## config.mk

```make
export PLATFORM = sky130hd
export DESIGN_NAME = rdss_ctrl
export DESIGN_NICKNAME = d
export VERILOG_FILES = /design/src/rtl/core/reaction_diffusion_stencil_step_core_assert.svh /design/src/rtl/core/rdss_pkg.sv /design/src/rtl/core/rdss_ctrl.sv
export SDC_FILE = /design/constraint.sdc
export NUM_CORES = 1
export LEC_CHECK = 0
export BUFFER_PORTS_ARGS = -buffer_cell sky130_fd_sc_hd__buf_2
export CORE_MARGIN = 4
export CORE_UTILIZATION = 47
export CTS_CLUSTER_SIZE = 16
export DETAILED_ROUTE_END_ITERATION = 6
export GPL_TIMING_DRIVEN = 0
export PLACE_DENSITY = 0.78
export SLEW_MARGIN = 10
export SYNTH_ARGS = -nofsm -noshare
export SYNTH_HDL_FRONTEND = slang
export SYNTH_SLANG_ARGS = --single-unit
```

## constraint.sdc

```tcl
create_clock -name clock -period 2.25 [get_ports clock]
set_clock_uncertainty 0.1 [all_clocks]
set_input_delay 0 -clock clock [delete_from_list [all_inputs] [get_ports clock]]
set_output_delay 0 -clock clock [all_outputs]
set_load 0.03 [all_outputs]
```

## src/rtl/core/reaction_diffusion_stencil_step_core_assert.svh

```systemverilog
// Assertion macros shared by the core.
`ifndef REACTION_DIFFUSION_STENCIL_STEP_CORE_ASSERT_SVH
`define REACTION_DIFFUSION_STENCIL_STEP_CORE_ASSERT_SVH

// Same-cycle implication, switched off while reset is high.
`define RDSS_ASSERT_NOW(label, clk, rst, ante, cons, msg) \
   label: assert property (@(posedge clk) disable iff (rst) (ante) |-> (cons)) else $error(msg);

// Next-cycle implication, switched off while reset is high.
`define RDSS_ASSERT_NEXT(label, clk, rst, ante, cons, msg) \
   label: assert property (@(posedge clk) disable iff (rst) (ante) |=> (cons)) else $error(msg);

// Next-cycle implication that also holds across reset.
`define RDSS_ASSERT_NEXT_ALWAYS(label, clk, ante, cons, msg) \
   label: assert property (@(posedge clk) (ante) |=> (cons)) else $error(msg);

`endif

```

## src/rtl/core/rdss_pkg.sv

```systemverilog
`timescale 1ns / 1ps

package rdss_pkg;

   localparam int MAX_COLS    = 512;
   localparam int MAX_ROWS    = 4096;
   localparam int VALUE_W     = 16;
   localparam int FRAC_BITS   = 12;

   localparam int COL_W       = $clog2(MAX_COLS);
   localparam int COLS_EFF_W  = COL_W + 1;
   localparam int ROW_W       = $clog2(MAX_ROWS) + 1;
   localparam int COLS_CFG_W  = 10;
   localparam int ROWS_CFG_W  = 13;
   localparam int PARAM_W     = 16;
   localparam int CSR_INDEX_W = 3;
   localparam int CSR_DATA_W  = 16;

   localparam int DIFF_W      = VALUE_W + 2;
   localparam int MUL_A_W     = 33;
   localparam int MUL_B_W     = PARAM_W + 1;
   localparam int PROD_W      = MUL_A_W + MUL_B_W;
   localparam int CHUNK_W     = MUL_A_W - 1;
   localparam int X_W         = 46;
   localparam int ACC_W       = 62;
   localparam int ONE_SHIFT   = 2 * FRAC_BITS;
   localparam int GAIN_SHIFT  = 4;
   localparam int RATE_SHIFT  = 12;
   localparam int INC_SHIFT   = 28;
   localparam int SUM_W       = ACC_W - INC_SHIFT;

   localparam logic [CSR_INDEX_W-1:0] CSR_TIME_STEP  = 3'd0;
   localparam logic [CSR_INDEX_W-1:0] CSR_DIFF_GAIN  = 3'd1;
   localparam logic [CSR_INDEX_W-1:0] CSR_INV_X_SQ   = 3'd2;
   localparam logic [CSR_INDEX_W-1:0] CSR_INV_Y_SQ   = 3'd3;
   localparam logic [CSR_INDEX_W-1:0] CSR_COLS       = 3'd4;
   localparam logic [CSR_INDEX_W-1:0] CSR_ROWS       = 3'd5;

   localparam logic [PARAM_W-1:0]    TIME_STEP_RST  = 16'd655;
   localparam logic [PARAM_W-1:0]    DIFF_GAIN_RST  = 16'd4096;
   localparam logic [PARAM_W-1:0]    INV_X_SQ_RST   = 16'd259;
   localparam logic [PARAM_W-1:0]    INV_Y_SQ_RST   = 16'd262;
   localparam logic [COLS_CFG_W-1:0] COLS_RST       = 10'd512;
   localparam logic [ROWS_CFG_W-1:0] ROWS_RST       = 13'd512;

   localparam logic CMD_CELL  = 1'b0;
   localparam logic CMD_FLUSH = 1'b1;

   typedef enum logic [2:0] {
      A_SX,
      A_SY,
      A_CENTER,
      A_PROD,
      A_X_LO,
      A_X_HI
   } mul_a_sel_type;

   typedef enum logic [2:0] {
      B_INV_X,
      B_INV_Y,
      B_GAIN,
      B_CENTER,
      B_STEP
   } mul_b_sel_type;

   typedef enum logic [2:0] {
      ACC_HOLD,
      ACC_LOAD,
      ACC_ADD,
      ACC_SUB,
      ACC_CUBE_BASE
   } acc_op_type;

   typedef enum logic [1:0] {
      SH_NONE,
      SH_GAIN,
      SH_CHUNK,
      SH_CHUNK_GAIN
   } shift_sel_type;

   typedef enum logic [1:0] {
      X_HOLD,
      X_LOAD_ACC,
      X_LOAD_RATE
   } x_op_type;

   typedef struct packed {
      logic             clear_wr;
      logic [COL_W-1:0] clear_addr;
      logic             item_load;
      logic             item_apply;
      mul_a_sel_type    a_sel;
      mul_b_sel_type    b_sel;
      acc_op_type       acc_op;
      shift_sel_type    shift_sel;
      x_op_type         x_op;
      logic             out_load;
   } cmd_type;

   typedef struct packed {
      logic emit;
   } status_type;

endpackage

```

## src/rtl/core/rdss_ctrl.sv

```systemverilog
`timescale 1ns / 1ps

module rdss_ctrl (
   input  logic                 clock,
   input  logic                 reset,
   input  logic                 req_tvalid,
   output logic                 req_tready,
   output logic                 rsp_tvalid,
   input  logic                 rsp_tready,
   input  rdss_pkg::status_type status,
   output rdss_pkg::cmd_type    cmd
);

   typedef enum logic [3:0] {
      ST_CLEAR,
      ST_IDLE,
      ST_READ,
      ST_LAP_X,
      ST_LAP_Y,
      ST_SQUARE,
      ST_CUBE,
      ST_GAIN_LO,
      ST_GAIN_HI,
      ST_GAIN_ACC,
      ST_RATE,
      ST_STEP_LO,
      ST_STEP_HI,
      ST_STEP_ACC,
      ST_FINISH
   } state_type;

   state_type                      state_ff;
   state_type                      state_in;
   logic [rdss_pkg::COL_W-1:0]     clear_cnt_ff;
   logic [rdss_pkg::COL_W-1:0]     clear_cnt_in;
   logic                           rsp_valid_ff;
   logic                           rsp_valid_in;

   always_ff @(posedge clock) begin
      if (reset) begin
         state_ff     <= ST_CLEAR;
         clear_cnt_ff <= '0;
         rsp_valid_ff <= 1'b0;
      end else begin
         state_ff     <= state_in;
         clear_cnt_ff <= clear_cnt_in;
         rsp_valid_ff <= rsp_valid_in;
      end
   end

   always_comb begin
      state_in       = state_ff;
      clear_cnt_in   = clear_cnt_ff;
      rsp_valid_in   = rsp_valid_ff && !rsp_tready;
      cmd.clear_wr   = 1'b0;
      cmd.clear_addr = clear_cnt_ff;
      cmd.item_load  = 1'b0;
      cmd.item_apply = 1'b0;
      cmd.a_sel      = rdss_pkg::A_SX;
      cmd.b_sel      = rdss_pkg::B_INV_X;
      cmd.acc_op     = rdss_pkg::ACC_HOLD;
      cmd.shift_sel  = rdss_pkg::SH_NONE;
      cmd.x_op       = rdss_pkg::X_HOLD;
      cmd.out_load   = 1'b0;
      unique case (state_ff)
         ST_CLEAR: begin
            cmd.clear_wr = 1'b1;
            clear_cnt_in = clear_cnt_ff + 1'b1;
            if (clear_cnt_ff == rdss_pkg::COL_W'(rdss_pkg::MAX_COLS - 1)) begin
               state_in = ST_IDLE;
            end
         end
         ST_IDLE: begin
            if (req_tvalid) begin
               cmd.item_load = 1'b1;
               state_in      = ST_READ;
            end
         end
         ST_READ: begin
            cmd.item_apply = 1'b1;
            state_in       = status.emit ? ST_LAP_X : ST_IDLE;
         end
         ST_LAP_X: begin
            cmd.a_sel = rdss_pkg::A_SX;
            cmd.b_sel = rdss_pkg::B_INV_X;
            state_in  = ST_LAP_Y;
         end
         ST_LAP_Y: begin
            cmd.a_sel  = rdss_pkg::A_SY;
            cmd.b_sel  = rdss_pkg::B_INV_Y;
            cmd.acc_op = rdss_pkg::ACC_LOAD;
            state_in   = ST_SQUARE;
         end
         ST_SQUARE: begin
            cmd.a_sel  = rdss_pkg::A_CENTER;
            cmd.b_sel  = rdss_pkg::B_CENTER;
            cmd.acc_op = rdss_pkg::ACC_ADD;
            state_in   = ST_CUBE;
         end
         ST_CUBE: begin
            cmd.a_sel  = rdss_pkg::A_PROD;
            cmd.b_sel  = rdss_pkg::B_CENTER;
            cmd.x_op   = rdss_pkg::X_LOAD_ACC;
            cmd.acc_op = rdss_pkg::ACC_CUBE_BASE;
            state_in   = ST_GAIN_LO;
         end
         ST_GAIN_LO: begin
            cmd.a_sel  = rdss_pkg::A_X_LO;
            cmd.b_sel  = rdss_pkg::B_GAIN;
            cmd.acc_op = rdss_pkg::ACC_SUB;
            state_in   = ST_GAIN_HI;
         end
         ST_GAIN_HI: begin
            cmd.a_sel     = rdss_pkg::A_X_HI;
            cmd.b_sel     = rdss_pkg::B_GAIN;
            cmd.acc_op    = rdss_pkg::ACC_ADD;
            cmd.shift_sel = rdss_pkg::SH_GAIN;
            state_in      = ST_GAIN_ACC;
         end
         ST_GAIN_ACC: begin
            cmd.acc_op    = rdss_pkg::ACC_ADD;
            cmd.shift_sel = rdss_pkg::SH_CHUNK_GAIN;
            state_in      = ST_RATE;
         end
         ST_RATE: begin
            cmd.x_op = rdss_pkg::X_LOAD_RATE;
            state_in = ST_STEP_LO;
         end
         ST_STEP_LO: begin
            cmd.a_sel = rdss_pkg::A_X_LO;
            cmd.b_sel = rdss_pkg::B_STEP;
            state_in  = ST_STEP_HI;
         end
         ST_STEP_HI: begin
            cmd.a_sel  = rdss_pkg::A_X_HI;
            cmd.b_sel  = rdss_pkg::B_STEP;
            cmd.acc_op = rdss_pkg::ACC_LOAD;
            state_in   = ST_STEP_ACC;
         end
         ST_STEP_ACC: begin
            cmd.acc_op    = rdss_pkg::ACC_ADD;
            cmd.shift_sel = rdss_pkg::SH_CHUNK;
            state_in      = ST_FINISH;
         end
         ST_FINISH: begin
            if (!rsp_valid_ff || rsp_tready) begin
               cmd.out_load = 1'b1;
               rsp_valid_in = 1'b1;
               state_in     = ST_IDLE;
            end
         end
         default: begin
            state_in = ST_IDLE;
         end
      endcase
   end

   assign req_tready = (state_ff == ST_IDLE);
   assign rsp_tvalid = rsp_valid_ff;

endmodule

```

# After elaboration in Yosys (flattened, before gate mapping)
# Index checks and enable logic that the tools add are counted.
# totals
regBits	14
input_bits	5
output_inout_bits	28
elab_cells	47
# classes
addsub	1
eq_ne	18
muxes	17
reduce_logical	8
# ops
operator	count
one-hot mux 4 bit (15 select lines)	1
one-hot mux 6 bit (7 select lines)	1
equality test 4 bit (second input constant)	7
equality test 4 x 3 -> 1 bit (second input constant)	4
2-to-1 mux 4 bit	3
one-hot mux 3 bit (4 select lines)	1
adder 9 x 1 -> 9 bit (second input constant)	1
equality test 9 bit (second input constant)	1
equality test 4 x 2 -> 1 bit (second input constant)	2
2-to-1 mux 1 bit	8
!= test 2 bit (second input constant)	3
one-hot mux 2 bit (3 select lines)	1
equality test 4 x 1 -> 1 bit (second input constant)	1
logical NOT 4 bit	1
one-hot mux 2 bit (2 select lines)	1
OR reduction 4 bit	1
AND reduction 3 bit	1
logical NOT 1 bit	2
2-to-1 mux 2 bit	1
OR reduction 2 bit	1
logical AND 1 bit	1
logical OR 1 bit	1

# Longest topological paths before layout
# depth
word_depth	4
mapped_depth	6
ltp_nobuf	6

# Worst setup path before layout
# Ideal clock, no wire load.
# synth_path
path_type	register -> output
start	reg state_ff[0]
end	out cmd[15] in the netlist's numbering
arrival_ns	1.928
required_time_ns	2.150
setup_slack_ns	0.222
path_stages_with_launch	5
n_path_buf	1
path_cell_list	dfxtp_1 > clkbuf_1 > inv_1 > nor3_1 > and2_1
# synth_rtl
element	line_no	source
start: declaration	rdss_ctrl.sv:32	state_type state_ff;
start signal: assignment	rdss_ctrl.sv:45	state_ff <= state_in;
end: declaration	rdss_ctrl.sv:11	output rdss_pkg::cmd_type cmd

==> run_results.csv <==
group,metric,value,unit
synth,ys_seq_area_share,33.5,%
clock_tree,clock-sinks,14,
timing,setup_viol,0,
synth,synthCells,112,
global_route,grt_use_total,18.8,%
timing,finalMaxSlewViolations,0,
global_route,use_met1,22.3,%
status,status,"finished clean",
synth,synth_area,837,µm²
layout,antenna_cells,0,
die,fp.dieArea,2520,µm²
worst_setup_path,slowest_delay,0.42,ns
worst_setup_path,crit_chain,"clkbuf_1 -> nand2_1 -> or2_2 -> nand2_1 -> buf_2",
die,rows,14,
die,ios,33,
worst_setup_path,start_kind,"flip-flop",
drt,drt-total-wl,2280,µm
clock_tree,cts_resized,0,
worst_setup_path,r2r_start,"state_ff[3]",
synth,yosys.cell_types.count,30,
power,leakage,0.469,nW
power,total_power,0.433,mW
drt,via_per_inst,5.46,
worst_setup_path,rr_endpoint,"clear_cnt_ff[3]",
layout,nNetsFinal,158,
die,die_w,50.2,µm
worst_setup_path,rrSetupSlack,0.44,ns
synth,synth-main-ff-cell,"dfxtp_1",
clock_tree,root_buffer,"clkbuf_4",
synth,synth.avg_cell_area,7.47,µm²
worst_setup_path,endpoint,"cmd[13]",
synth,synth-async-reset-ratio,0,%
worst_setup_path,startpoint,"state_ff[0]",
worst_setup_path,cp.arrival,1.84,ns
clock_tree,clk_latency,0.28,ns
drt,ant_nets,0,
synth,synth-warning-count,0,
placed_design,dp_hpwl,1720,µm
global_route,busiest_layer,"met2",
timing,period_minus_slack,1.94,ns
die,core,1590,µm²
die,die_h,50.2,µm
placed_design,preCtsSetupSlack,0.463,ns
drt,drt-wirelength-per-cell,13.2,µm
placed_design,gp_congestion,0.770,
global_route,grt_pass1_wl,3680,µm
synth,syn_nets,119,
timing,rsz0062_at_grt,"no",
die,initial_utilization,52.5,%
clock_tree,cts_setup_buffers,0,
power,power_density,405,nW/µm²
clock_tree,htreeDepth,1,
worst_setup_path,required,2.15,ns
clock_tree,postCtsHoldBufs,2,
layout,area_growth,27.8,%
global_route,grtUsageMet2,33.3,%
placed_design,portBuffers,32,
hold_path,holdCritPathClass,"in -> reg",
worst_setup_path,cpMostUsedCell,"nand2_1",
drt,num_vias,945,
power,vdd_drop_max,0.428,mV
synth,yosys_register_bits,14,
worst_setup_path,cp-end-kind,"output port",
global_route,met3_usage,5.33,%
clock_tree,clockBufferDepth,2,
drt,drc,0,
drt,drtIter0Drc,19,
synth,synth-edff-count,0,
worst_setup_path,rr_worst_depth,4,
global_route,grt_pass1_vias,840,
global_route,antenna_found_initial,0,
timing,worst_slack,0.309,ns
worst_setup_path,worstSetupPathType,"reg -> out",
clock_tree,cts_tree,"yes",
worst_setup_path,worstPathMaxFanout,10,
timing,hold_viol,0,
global_route,grt-ovfl-total,0,
clock_tree,path_clk_slew,0.08,ns
clock_tree,cts_buffers,3,
hold_path,hp-start,"rsp_tready",
worst_setup_path,cp_slowest_cell,"dfxtp_1",
drt,drt_pass1_iterations,4,
timing,finalCritPeriodShare,86.3,%
timing,max_freq,515,MHz
flow_run,drv_cap,0,
timing,worst_pin_slew,0.432,ns
timing,fin_tns_setup,0,ns
layout,final_layout_size_suffix_gt1_share,28.2,%
timing,slew_headroom,71.2,%
global_route,grt_max_degree,11,
cell type report:
cell class / instances / area, µm²
Tap cell: 24 / 30.0
Multi-Input combinational cell: 88 / 518
Fill cell: 147 / 524
Clock buffer: 3 / 22.5
Sequential cell: 14 / 280
Buffer: 7 / 27.5
Inverter: 3 / 11.3
Timing Repair Buffer: 34 / 180
power by group:
part	leakage [nW]	internal, mW	switching (mW)
Clock	0.0138	0.0621	0.0771
Combinational	0.341	0.0142	0.0225
Sequential	0.113	0.252	0.00527
metrics by stage:
stage | cells | area [µm²] | utilization [%] | hold slack (ns)
detailed placement | 168 | 1030 | 64.4 | 0.152
CTS | 173 | 1070 | 67.1 | 0.0212
floorplan | 112 | 837 | - | -0.0309
global placement | 168 | 1030 | 64.4 | 0.153
finish | 173 | 1070 | 67.1 | 0.0241
global route | 173 | 1070 | 67.1 | 0.0525
synth_stat cells (2+ instances only):
cell | n | area share [%]
a21oi_1 | 16 | 9.6
dfxtp_1 | 14 | 33
nand2_1 | 13 | 5.8
nor2_1 | 10 | 4.5
clkbuf_1 | 6 | 2.7
nand3_1 | 4 | 2.4
nor3b_1 | 4 | 3.6
o21ai_0 | 4 | 2.4
inv_1 | 3 | 1.3
nand2b_1 | 3 | 2.2
nor2b_1 | 3 | 2.2
o31ai_1 | 3 | 2.7
or2_2 | 3 | 2.2
or4_1 | 3 | 2.7
ha_1 | 2 | 3.0
mux2_2 | 2 | 2.7
nand4_1 | 2 | 1.5
nor3_1 | 2 | 1.2
o21a_1 | 2 | 1.8
o22ai_1 | 2 | 1.5
or3_1 | 2 | 1.5
registers in the layout, summed over array words and instances, names as in the netlist:
signal	count
clear_cnt_ff	9
state_ff	4
rsp_tvalid	1
layer usage:
layer | part of all wire (%) | vias to the layer above
met5 | 0 | -
met2 | 52 | 29
li1 | - | 481
met1 | 41 | 433
met3 | 6.4 | 2
met4 | 0.48 | 0
worst min path at each step:
| stage | cells after the start | to | slack (ns) |
|---|---|---|---|
| floorplan | 1 | state_ff[3] | -0.03 |
| global placement | 2 | state_ff[3] | 0.15 |
| detailed placement | 2 | state_ff[3] | 0.15 |
| CTS | 3 | rsp_tvalid | 0.02 |
| global route | 3 | rsp_tvalid | 0.05 |
| finish | 3 | rsp_tvalid | 0.02 |
kinds of logic (layout without fill, tap and decap cells):
| group | after synthesis | after routing | synth area share [%] |
|---|---|---|---|
| muxes | 2 | 2 | 2.69 |
| xor gates and xnor gates | 1 | 1 | 1.05 |
| adders and majority gates | 2 | 2 | 2.99 |
| and+or+nand+nor | 53 | 53 | 34.1 |
| AOI/OAI and AO/OA | 30 | 30 | 21.1 |
| buffers and inverters | 10 | 47 | 4.63 |
| DFF | 14 | 14 | 33.5 |
placed cells by master (no fill, tap or decap), types with 3 or more instances in the layout:
cell / n
nand2b_1: 3
o21ai_0: 4
nor3b_1: 4
or4_1: 3
dfxtp_1: 14
a21oi_1: 16
or2_2: 3
o31ai_1: 3
clkbuf_4: 3
inv_1: 3
nand2_1: 13
clkbuf_1: 6
nand3_1: 4
nor2_1: 10
nor2b_1: 3
buf_2: 33
critical path: cells and delay by family (launching register included):
| family | cells | cell delay, ns |
|---|---|---|
| AND/OR/NAND/NOR | 3 | 0.58 |
| buffers and inverters | 2 | 0.55 |
| flip-flops | 1 | 0.42 |
No activity file was read; power rests on OpenSTA's default activity.
